**src/lfps_pkg.sv**
```systemverilog
package lfps_pkg;

  localparam int SENSOR_COUNT       = 5;
  localparam int SAMPLE_BITS        = 10;
  localparam int POSITION_FRAC_BITS = 8;

  localparam int GAIN_BITS      = 12;
  localparam int GAIN_FRAC_BITS = 8;
  localparam int SPEED_BITS     = 8;
  localparam int ECHO_BITS      = 16;
  localparam int CFG_DATA_BITS  = 16;
  localparam int CFG_INDEX_BITS = 2;

  localparam int CNT_BITS  = $clog2(SENSOR_COUNT);
  localparam int WT_BITS   = CNT_BITS + 2;
  localparam int HALF      = SENSOR_COUNT / 2;
  localparam int WS_BITS   = SAMPLE_BITS + $clog2(SENSOR_COUNT * HALF + 1) + 1;
  localparam int TOT_BITS  = SAMPLE_BITS + $clog2(SENSOR_COUNT + 1);
  localparam int MAG_BITS  = WS_BITS - 1;
  localparam int NUM_BITS  = MAG_BITS + POSITION_FRAC_BITS;
  localparam int POS_BITS  = $clog2(HALF) + POSITION_FRAC_BITS + 2;
  localparam int OPD_BITS  = POS_BITS + 1;
  localparam int PROD_BITS = GAIN_BITS + OPD_BITS;
  localparam int PD_BITS   = PROD_BITS + 1;
  localparam int PD_FRAC_BITS = GAIN_FRAC_BITS + POSITION_FRAC_BITS;
  localparam int V_BITS =
    ((PD_BITS > SPEED_BITS + PD_FRAC_BITS + 1) ? PD_BITS : SPEED_BITS + PD_FRAC_BITS + 1) + 1;

  localparam logic [GAIN_BITS-1:0]  PROP_GAIN_RESET  = GAIN_BITS'(256);
  localparam logic [GAIN_BITS-1:0]  DERIV_GAIN_RESET = GAIN_BITS'(128);
  localparam logic [SPEED_BITS-1:0] BASE_SPEED_RESET = SPEED_BITS'(150);
  localparam logic [ECHO_BITS-1:0]  ECHO_LIMIT_RESET = ECHO_BITS'(589);

  typedef enum logic [CFG_INDEX_BITS-1:0] {
    REG_PROP_GAIN,
    REG_DERIV_GAIN,
    REG_BASE_SPEED,
    REG_ECHO_LIMIT
  } cfg_reg_t;

  typedef struct packed {
    logic [SAMPLE_BITS-1:0] sample_0;
    logic [SAMPLE_BITS-1:0] sample_1;
    logic [SAMPLE_BITS-1:0] sample_2;
    logic [SAMPLE_BITS-1:0] sample_3;
    logic [SAMPLE_BITS-1:0] sample_4;
    logic [ECHO_BITS-1:0]   echo_time;
  } item_t;

  typedef struct packed {
    logic [SPEED_BITS-1:0] left_speed;
    logic [SPEED_BITS-1:0] right_speed;
    logic                  left_forward;
    logic                  right_forward;
    logic                  obstacle_stop;
  } result_t;

endpackage

```
**src/line_follow_pd_steering.sv**
```systemverilog
// Line-following steering controller with PD correction and obstacle stop.
// The item channel (item_valid, item_stall, item) carries five line-sensor
// samples and a sonar echo time. The result channel (result_valid,
// result_stall, result) returns one beat per item with both wheel levels,
// the direction flags and the obstacle stop flag.
// Gains, base speed and the echo limit are set through cfg_we, cfg_index
// and cfg_data; the user must write them only while the block is idle,
// which the block itself does not enforce. An item passes through the
// summing of the SENSOR_COUNT samples, the bit-serial divider, the two
// bit-serial multipliers, the PD sum and the wheel step before its result
// is valid. A frame whose samples sum to zero skips the divider. One item
// is worked on at a time: the block takes no new beat until it is through
// with the last one, and item_stall is high while it works.
// A finished result waits in the output register while the next item is
// already taken and worked on; if it is still stalled when the next result
// is ready, the controller waits. Reset restores the register defaults and
// clears the previous error and the held direction flags.
module line_follow_pd_steering
  import lfps_pkg::*;
(
  input  logic                      clk,
  input  logic                      rst,
  input  logic                      item_valid,
  output logic                      item_stall,
  input  item_t                     item,
  output logic                      result_valid,
  input  logic                      result_stall,
  output result_t                   result,
  input  logic                      cfg_we,
  input  logic [CFG_INDEX_BITS-1:0] cfg_index,
  input  logic [CFG_DATA_BITS-1:0]  cfg_data
);

  typedef enum logic [2:0] {
    S_IDLE,
    S_SUM,
    S_DIV_START,
    S_DIV,
    S_MUL_START,
    S_MUL,
    S_PD,
    S_WHEEL
  } state_t;

  state_t state;

  logic [GAIN_BITS-1:0]  prop_gain;
  logic [GAIN_BITS-1:0]  deriv_gain;
  logic [SPEED_BITS-1:0] base_speed;
  logic [ECHO_BITS-1:0]  echo_limit;

  logic [SAMPLE_BITS-1:0]     samp [SENSOR_COUNT];
  logic [ECHO_BITS-1:0]       echo;
  logic [CNT_BITS-1:0]        cnt;
  logic signed [WS_BITS-1:0]  ws;
  logic [TOT_BITS-1:0]        tot;
  logic signed [POS_BITS-1:0] pos;
  logic signed [POS_BITS-1:0] last_error;
  logic [1:0]                 held_dir;
  logic signed [PD_BITS-1:0]  pd;

  logic signed [WT_BITS-1:0]   wt;
  logic signed [WS_BITS-1:0]   s_ext;
  logic signed [WS_BITS-1:0]   w_ext;
  logic signed [WS_BITS-1:0]   term;
  logic signed [WS_BITS-1:0]   ws_abs;
  logic [NUM_BITS-1:0]         dividend;
  logic [POS_BITS-1:0]         q_low;
  logic signed [POS_BITS-1:0]  pos_div;
  logic signed [OPD_BITS-1:0]  pos_ext;
  logic signed [OPD_BITS-1:0]  err_diff;
  logic signed [V_BITS-1:0]    base_scaled;
  logic signed [V_BITS-1:0]    pd_ext;
  logic [SPEED_BITS-1:0]       left_lvl;
  logic [SPEED_BITS-1:0]       right_lvl;
  logic                        stop;

  logic                        div_start;
  logic                        div_done;
  logic [NUM_BITS-1:0]         quotient;
  logic                        mul_start;
  logic                        p_done;
  logic                        d_done;
  logic signed [PROD_BITS-1:0] p_prod;
  logic signed [PROD_BITS-1:0] d_prod;

  function automatic logic [SPEED_BITS-1:0] wheel_level(input logic signed [V_BITS-1:0] v);
    logic [V_BITS-PD_FRAC_BITS-1:0] whole;
    logic [SPEED_BITS-1:0]          lvl;
    whole = v[V_BITS-1:PD_FRAC_BITS];
    if (v[V_BITS-1] || (v == '0)) begin
      lvl = '0;
    end else if (|whole[V_BITS-PD_FRAC_BITS-1:SPEED_BITS]) begin
      lvl = '1;
    end else begin
      lvl = whole[SPEED_BITS-1:0];
    end
    return lvl;
  endfunction

  always_comb begin
    wt    = $signed({2'b00, cnt}) - WT_BITS'((SENSOR_COUNT - 1) / 2);
    s_ext = {{(WS_BITS-SAMPLE_BITS){1'b0}}, samp[0]};
    w_ext = {{(WS_BITS-WT_BITS){wt[WT_BITS-1]}}, wt};
    term  = s_ext * w_ext;

    ws_abs   = ws[WS_BITS-1] ? -ws : ws;
    dividend = {ws_abs[MAG_BITS-1:0], {POSITION_FRAC_BITS{1'b0}}};
    q_low    = quotient[POS_BITS-1:0];
    pos_div  = ws[WS_BITS-1] ? -$signed(q_low) : $signed(q_low);

    pos_ext  = {pos[POS_BITS-1], pos};
    err_diff = pos_ext - {last_error[POS_BITS-1], last_error};

    base_scaled = $signed({{(V_BITS-SPEED_BITS-PD_FRAC_BITS){1'b0}}, base_speed,
                           {PD_FRAC_BITS{1'b0}}});
    pd_ext      = {{(V_BITS-PD_BITS){pd[PD_BITS-1]}}, pd};
    left_lvl    = wheel_level(base_scaled - pd_ext);
    right_lvl   = wheel_level(base_scaled + pd_ext);
    stop        = (echo < echo_limit);
  end

  assign item_stall = (state != S_IDLE);
  assign div_start  = (state == S_DIV_START) && (tot != '0);
  assign mul_start  = (state == S_MUL_START);

  lfps_serdiv u_div (
    .clk      (clk),
    .rst      (rst),
    .start    (div_start),
    .dividend (dividend),
    .divisor  (tot),
    .done     (div_done),
    .quotient (quotient)
  );

  lfps_sermul u_mul_p (
    .clk     (clk),
    .rst     (rst),
    .start   (mul_start),
    .gain    (prop_gain),
    .operand (pos_ext),
    .done    (p_done),
    .product (p_prod)
  );

  lfps_sermul u_mul_d (
    .clk     (clk),
    .rst     (rst),
    .start   (mul_start),
    .gain    (deriv_gain),
    .operand (err_diff),
    .done    (d_done),
    .product (d_prod)
  );

  always_ff @(posedge clk) begin
    if (rst) begin
      state        <= S_IDLE;
      result_valid <= 1'b0;
      last_error   <= '0;
      held_dir     <= '0;
      prop_gain    <= PROP_GAIN_RESET;
      deriv_gain   <= DERIV_GAIN_RESET;
      base_speed   <= BASE_SPEED_RESET;
      echo_limit   <= ECHO_LIMIT_RESET;
    end else begin
      if (cfg_we) begin
        case (cfg_index)
          REG_PROP_GAIN:  prop_gain  <= cfg_data[GAIN_BITS-1:0];
          REG_DERIV_GAIN: deriv_gain <= cfg_data[GAIN_BITS-1:0];
          REG_BASE_SPEED: base_speed <= cfg_data[SPEED_BITS-1:0];
          REG_ECHO_LIMIT: echo_limit <= cfg_data[ECHO_BITS-1:0];
          default: ;
        endcase
      end

      if (result_valid && !result_stall && (state != S_WHEEL)) begin
        result_valid <= 1'b0;
      end

      case (state)
        S_IDLE: begin
          if (item_valid) begin
            samp[0] <= item.sample_0;
            samp[1] <= item.sample_1;
            samp[2] <= item.sample_2;
            samp[3] <= item.sample_3;
            samp[4] <= item.sample_4;
            echo    <= item.echo_time;
            cnt     <= '0;
            ws      <= '0;
            tot     <= '0;
            state   <= S_SUM;
          end
        end
        S_SUM: begin
          ws  <= ws + term;
          tot <= tot + {{(TOT_BITS-SAMPLE_BITS){1'b0}}, samp[0]};
          for (int i = 0; i < SENSOR_COUNT - 1; i++) begin
            samp[i] <= samp[i+1];
          end
          cnt <= cnt + 1'b1;
          if (cnt == CNT_BITS'(SENSOR_COUNT - 1)) begin
            state <= S_DIV_START;
          end
        end
        S_DIV_START: begin
          if (tot == '0) begin
            pos   <= '0;
            state <= S_MUL_START;
          end else begin
            state <= S_DIV;
          end
        end
        S_DIV: begin
          if (div_done) begin
            pos   <= pos_div;
            state <= S_MUL_START;
          end
        end
        S_MUL_START: begin
          state <= S_MUL;
        end
        S_MUL: begin
          if (p_done && d_done) begin
            state <= S_PD;
          end
        end
        S_PD: begin
          pd    <= {p_prod[PROD_BITS-1], p_prod} + {d_prod[PROD_BITS-1], d_prod};
          state <= S_WHEEL;
        end
        S_WHEEL: begin
          if (!result_valid || !result_stall) begin
            result_valid <= 1'b1;
            last_error   <= pos;
            if (stop) begin
              result.left_speed    <= '0;
              result.right_speed   <= '0;
              result.left_forward  <= held_dir[0];
              result.right_forward <= held_dir[1];
              result.obstacle_stop <= 1'b1;
            end else begin
              result.left_speed    <= left_lvl;
              result.right_speed   <= right_lvl;
              result.left_forward  <= (left_lvl != '0);
              result.right_forward <= (right_lvl != '0);
              result.obstacle_stop <= 1'b0;
              held_dir             <= {(right_lvl != '0), (left_lvl != '0)};
            end
            state <= S_IDLE;
          end
        end
        default: begin
          state <= S_IDLE;
        end
      endcase
    end
  end

endmodule

```
**src/lfps_serdiv.sv**
```systemverilog
module lfps_serdiv
  import lfps_pkg::*;
(
  input  logic                clk,
  input  logic                rst,
  input  logic                start,
  input  logic [NUM_BITS-1:0] dividend,
  input  logic [TOT_BITS-1:0] divisor,
  output logic                done,
  output logic [NUM_BITS-1:0] quotient
);

  localparam int DCNT_BITS = $clog2(NUM_BITS + 1);

  logic                 busy;
  logic [DCNT_BITS-1:0] cnt;
  logic [TOT_BITS-1:0]  rem;
  logic [TOT_BITS-1:0]  den;
  logic [NUM_BITS-1:0]  num;

  logic [TOT_BITS:0]   shifted;
  logic [TOT_BITS:0]   diff;
  logic                qbit;
  logic [TOT_BITS-1:0] rem_next;

  // One quotient bit per cycle; quotient bits shift in behind the dividend.
  always_comb begin
    shifted  = {rem, num[NUM_BITS-1]};
    diff     = shifted - {1'b0, den};
    qbit     = (shifted >= {1'b0, den});
    rem_next = qbit ? diff[TOT_BITS-1:0] : shifted[TOT_BITS-1:0];
  end

  always_ff @(posedge clk) begin
    if (rst) begin
      busy <= 1'b0;
      done <= 1'b0;
      cnt  <= '0;
    end else begin
      done <= 1'b0;
      if (start) begin
        num  <= dividend;
        den  <= divisor;
        rem  <= '0;
        cnt  <= DCNT_BITS'(NUM_BITS);
        busy <= 1'b1;
      end else if (busy) begin
        rem <= rem_next;
        num <= {num[NUM_BITS-2:0], qbit};
        cnt <= cnt - 1'b1;
        if (cnt == DCNT_BITS'(1)) begin
          busy <= 1'b0;
          done <= 1'b1;
        end
      end
    end
  end

  assign quotient = num;

endmodule

```
**src/lfps_sermul.sv**
```systemverilog
module lfps_sermul
  import lfps_pkg::*;
(
  input  logic                        clk,
  input  logic                        rst,
  input  logic                        start,
  input  logic [GAIN_BITS-1:0]        gain,
  input  logic signed [OPD_BITS-1:0]  operand,
  output logic                        done,
  output logic signed [PROD_BITS-1:0] product
);

  localparam int MCNT_BITS = $clog2(GAIN_BITS + 1);

  logic                        busy;
  logic [MCNT_BITS-1:0]        cnt;
  logic [GAIN_BITS-1:0]        g;
  logic signed [OPD_BITS-1:0]  op;
  logic signed [PROD_BITS-1:0] acc;

  logic signed [PROD_BITS-1:0] op_ext;
  logic signed [PROD_BITS-1:0] acc_next;

  // Gain bits are taken most significant first, one per cycle.
  always_comb begin
    op_ext   = {{(PROD_BITS-OPD_BITS){op[OPD_BITS-1]}}, op};
    acc_next = {acc[PROD_BITS-2:0], 1'b0} + (g[GAIN_BITS-1] ? op_ext : '0);
  end

  always_ff @(posedge clk) begin
    if (rst) begin
      busy <= 1'b0;
      done <= 1'b0;
      cnt  <= '0;
    end else begin
      done <= 1'b0;
      if (start) begin
        g    <= gain;
        op   <= operand;
        acc  <= '0;
        cnt  <= MCNT_BITS'(GAIN_BITS);
        busy <= 1'b1;
      end else if (busy) begin
        acc <= acc_next;
        g   <= {g[GAIN_BITS-2:0], 1'b0};
        cnt <= cnt - 1'b1;
        if (cnt == MCNT_BITS'(1)) begin
          busy <= 1'b0;
          done <= 1'b1;
        end
      end
    end
  end

  assign product = acc;

endmodule

```
**config.mk**
```make
export PLATFORM = sky130hd
export DESIGN_NAME = line_follow_pd_steering
export DESIGN_NICKNAME = d
export VERILOG_FILES = /design/src/lfps_pkg.sv /design/src/line_follow_pd_steering.sv /design/src/lfps_serdiv.sv /design/src/lfps_sermul.sv
export SDC_FILE = /design/constraint.sdc
export NUM_CORES = 1
export LEC_CHECK = 0
export BUFFER_PORTS_ARGS = -buffer_cell sky130_fd_sc_hd__buf_4
export CAP_MARGIN = 20
export CORE_ASPECT_RATIO = 1.75
export CORE_UTILIZATION = 57
export DETAILED_ROUTE_END_ITERATION = 16
export MAX_ROUTING_LAYER = met4
export PLACE_DENSITY = 0.81
export SYNTH_ARGS = -nofsm -noshare
export SYNTH_HDL_FRONTEND = slang
export SYNTH_HIERARCHICAL = 1
export SYNTH_SLANG_ARGS = --single-unit
```
**constraint.sdc**
```tcl
create_clock -name clk -period 4.2 [get_ports clk]
set_input_delay 0.42 -clock clk [delete_from_list [all_inputs] [get_ports clk]]
set_output_delay 0.42 -clock clk [all_outputs]
set_load 0.1 [all_outputs]
```
==> flow_metrics.env <==
export IMPL_top_layer_used="met4"
export IMPL_antenna_found_initial=0
export IMPL_hold_ws_ns=0.0499
export IMPL_crit_chain="inv_2, ha_4, buf_4, buf_6, nor2b_4, fa_1, inv_2, fa_1, fa_1, inv_2, ha_4, inv_2, a21o_1, a21o_1, a21oi_2, nor3_2, or3_1, a21oi_2"
export IMPL_fillCellCount=3032
export IMPL_hold_viol_final=0
export IMPL_critPathMaxFanout=6
export IMPL_end_kind="flip-flop"
export IMPL_hpwl_um=40200
export IMPL_yosysTopAreaCellShare=0.383
export IMPL_root_buffer="clkbuf_16"
export IMPL_drtIter0Drc=957
export IMPL_io_pins=110
export IMPL_outcome="finished with violations"
export IMPL_routedWlPerCell_um=18.7
export IMPL_rsz0062_at_grt="yes"
export IMPL_vias=17100
export IMPL_startpoint_type="flip-flop"
export IMPL_die_h_um=269
export IMPL_crit_arrival_ns=4.65
export IMPL_clk_pin_slew_ns=0.07
export IMPL_max_stage_delay_ns=0.51
export IMPL_ys_warn_count=6
export IMPL_p_leak_nw=9.96
export IMPL_clkSinkCount=380
export IMPL_ir_drop_mv=0.470
export IMPL_ys_flop_type="edfxtp_1"
export IMPL_violations="setup timing"
export IMPL_p_per_area_nw_per_um2=509
export IMPL_synth_edff_count=296
export IMPL_criticalPathCategory="reg2reg"
export IMPL_die_area_um2=41600
export IMPL_diodes=0
export IMPL_grt_pass1_vias=17800
export IMPL_setup_slack_ns=-0.0568
export IMPL_cpLargestDelayFamily="adder cells"
export IMPL_syn_inst=2225
export IMPL_async_flop_share=0
export IMPL_synth_largest_area_cell="edfxtp_1"
export IMPL_max_cap_viol_count=0
export IMPL_clock_skew_ns=0.0182
export IMPL_ant_nets=0
export IMPL_first_pass_iters=5
export IMPL_nets=2606
export IMPL_synth_most_common_cell="edfxtp_1"
export IMPL_grt_use_total=0.266
export IMPL_synth_area_top_cells="edfxtp_1 38%, ha_1 8.1%, dfxtp_1 7.2%"
export IMPL_grt_pass1_wl_um=85600
export IMPL_max_slew_margin=0.309
export IMPL_cp_num_buf_inv=6
export IMPL_via_per_inst=5.99
export IMPL_cp_data_required_time_ns=4.59
export IMPL_syn_to_final_growth_pct=11.9
export IMPL_final_max_slew_viol_count=0
export IMPL_grt_overflow=0
export IMPL_core_area_um2=40100
export IMPL_ys_seq_area_frac=0.455
export IMPL_ys_types=94
export IMPL_synth_seq_cells=380
export IMPL_finalWirelength_um=53400
export IMPL_yosys_top_cells_count="296 x edfxtp_1, 201 x nand2_1, 173 x inv_1"
export IMPL_avgSynthCellArea_um2=10.4
export IMPL_min_period_over_period=1.01
export IMPL_dr_wl_met3_um=1710
export IMPL_fp_row_count=97
export IMPL_wl_met1_um=18900
export IMPL_cp_slowest_cell="fa_1"
export IMPL_io_buffers=109
export IMPL_cpMostUsedCell="inv_2"
export IMPL_htreeDepth=2
export IMPL_start_util=0.580
export IMPL_fin_crit_ns=4.26
export IMPL_clock_path_buffers=3
export IMPL_wl_met2_um=30100
export IMPL_worst_pin_slew_ns=1.03
export IMPL_die_x_um=155
export IMPL_place_congestion=0.917
export IMPL_numCtsBuffers=36
export IMPL_worstHoldPathType="in2reg"
export IMPL_dp_slack_ns=-0.205
export IMPL_syn_cell_area_um2=23200
export IMPL_final_layout_size_suffix_gt1_frac=0.161
export IMPL_clk_latency_ns=0.54
export IMPL_setup_violations_final=1
export IMPL_drc=0
export IMPL_cts_tree="built"
export IMPL_grt_max_degree=62
export IMPL_cts_hold_buf=0
export IMPL_fmax_ghz=0.235
-- path summary, 6_finish.rpt --
check                                          startpoint                   endpoint  slack [ns]  depth (start not counted)
worst min register to register  prop_gain[0]$_SDFFE_PP0P_  prop_gain[0]$_SDFFE_PP0P_        0.45                          2
worst max register to register       cnt[1]$_SDFFCE_PN0P_       ws[14]$_SDFFCE_PN0P_       -0.06                         18
worst min-delay path                             item[25]       samp[1][9]$_DFFE_PP_        0.05                          1
worst max-delay path                 cnt[1]$_SDFFCE_PN0P_       ws[14]$_SDFFCE_PN0P_       -0.06                         18
-- state kept, by name, indices dropped and copies added (netlist names), 5 cells and up --
| name | flops |
|---|---|
| ws | 15 |
| result | 19 |
| tot | 13 |
| u_mul_p/op | 12 |
| samp | 50 |
| u_div/cnt | 5 |
| echo | 16 |
| deriv_gain | 12 |
| pd | 25 |
| u_div/rem | 13 |
| u_mul_p/g | 12 |
| last_error | 11 |
| u_mul_d/product | 24 |
| u_mul_d/op | 12 |
| pos | 11 |
| u_div/quotient | 22 |
| u_div/den | 13 |
| echo_limit | 16 |
| base_speed | 8 |
| prop_gain | 12 |
| u_mul_p/product | 24 |
| u_mul_d/g | 12 |
-- cell type report --
class / instances / area [um^2] / share of cell area
repair buffers: 144 / 1100 / 0.0422
inverters: 173 / 649 / 0.0250
multi-input cells: 1596 / 11900 / 0.456
clock inverters: 15 / 160 / 0.00616
flip-flops and latches: 380 / 10600 / 0.407
clock buffers: 51 / 1050 / 0.0403
well taps: 495 / 619 / 0.0238
-- report_power, final --
part | total [mW] | internal (mW) | switching, mW | leakage (nW)
clock network | 3.35 | 1.94 | 1.42 | 0.593
registers | 4.91 | 4.59 | 0.325 | 3.39
logic | 4.96 | 2.24 | 2.72 | 5.99
-- cells in the final DEF (no fill, tap or decap), types with 19 or more instances in the layout --
cell,instances
nor2_1,152
and2_1,49
o21a_1,20
o21ai_0,57
nand2_1,201
mux2_2,84
inv_1,166
clkbuf_16,37
xnor2_1,78
fa_1,35
a21o_1,27
dfxtp_1,84
or3_1,27
ha_1,143
nor3_1,66
nand3_1,22
buf_4,142
nand2b_1,23
edfxtp_1,296
nor3b_1,19
xor2_1,33
a21oi_1,150
nor2b_1,54
-- per-layer routing --
layer,up-vias,track usage
met5,-,-
met4,0,0.147
met3,158,0.0273
met2,449,0.520
met1,8308,0.251
li1,8188,-
-- what timing repair did --
action                     CTS  global route
setup endpoints to repair    3             6
pin swaps                   12            26
gates resized for setup     11            21
setup buffers                1             2
-- metrics by stage --
step | total power [mW] | instances | util | area [um^2] | TNS [ns]
3_5_place_dp | 9.40 | 2783 | 0.615 | 24600 | -0.519
6_report | 13.2 | 2854 | 0.649 | 26000 | -0.0568
5_1_grt | 14.0 | 2854 | 0.649 | 26000 | -0.449
3_3_place_gp | 9.11 | 2781 | 0.614 | 24600 | -0.0965
4_1_cts | 12.9 | 2850 | 0.646 | 25900 | 0
2_1_floorplan | 8.34 | 2232 | - | 23300 | -0.0271
-- kinds of logic after synthesis --
kind of cell	share of synthesized area
xor+xnor	0.0426
other cells	0.000161
fa+ha+maj	0.112
mux	0.0527
buf+inv	0.0449
simple gates	0.164
flops	0.455
compound gates	0.129
(Power assumes the default switching activity.)
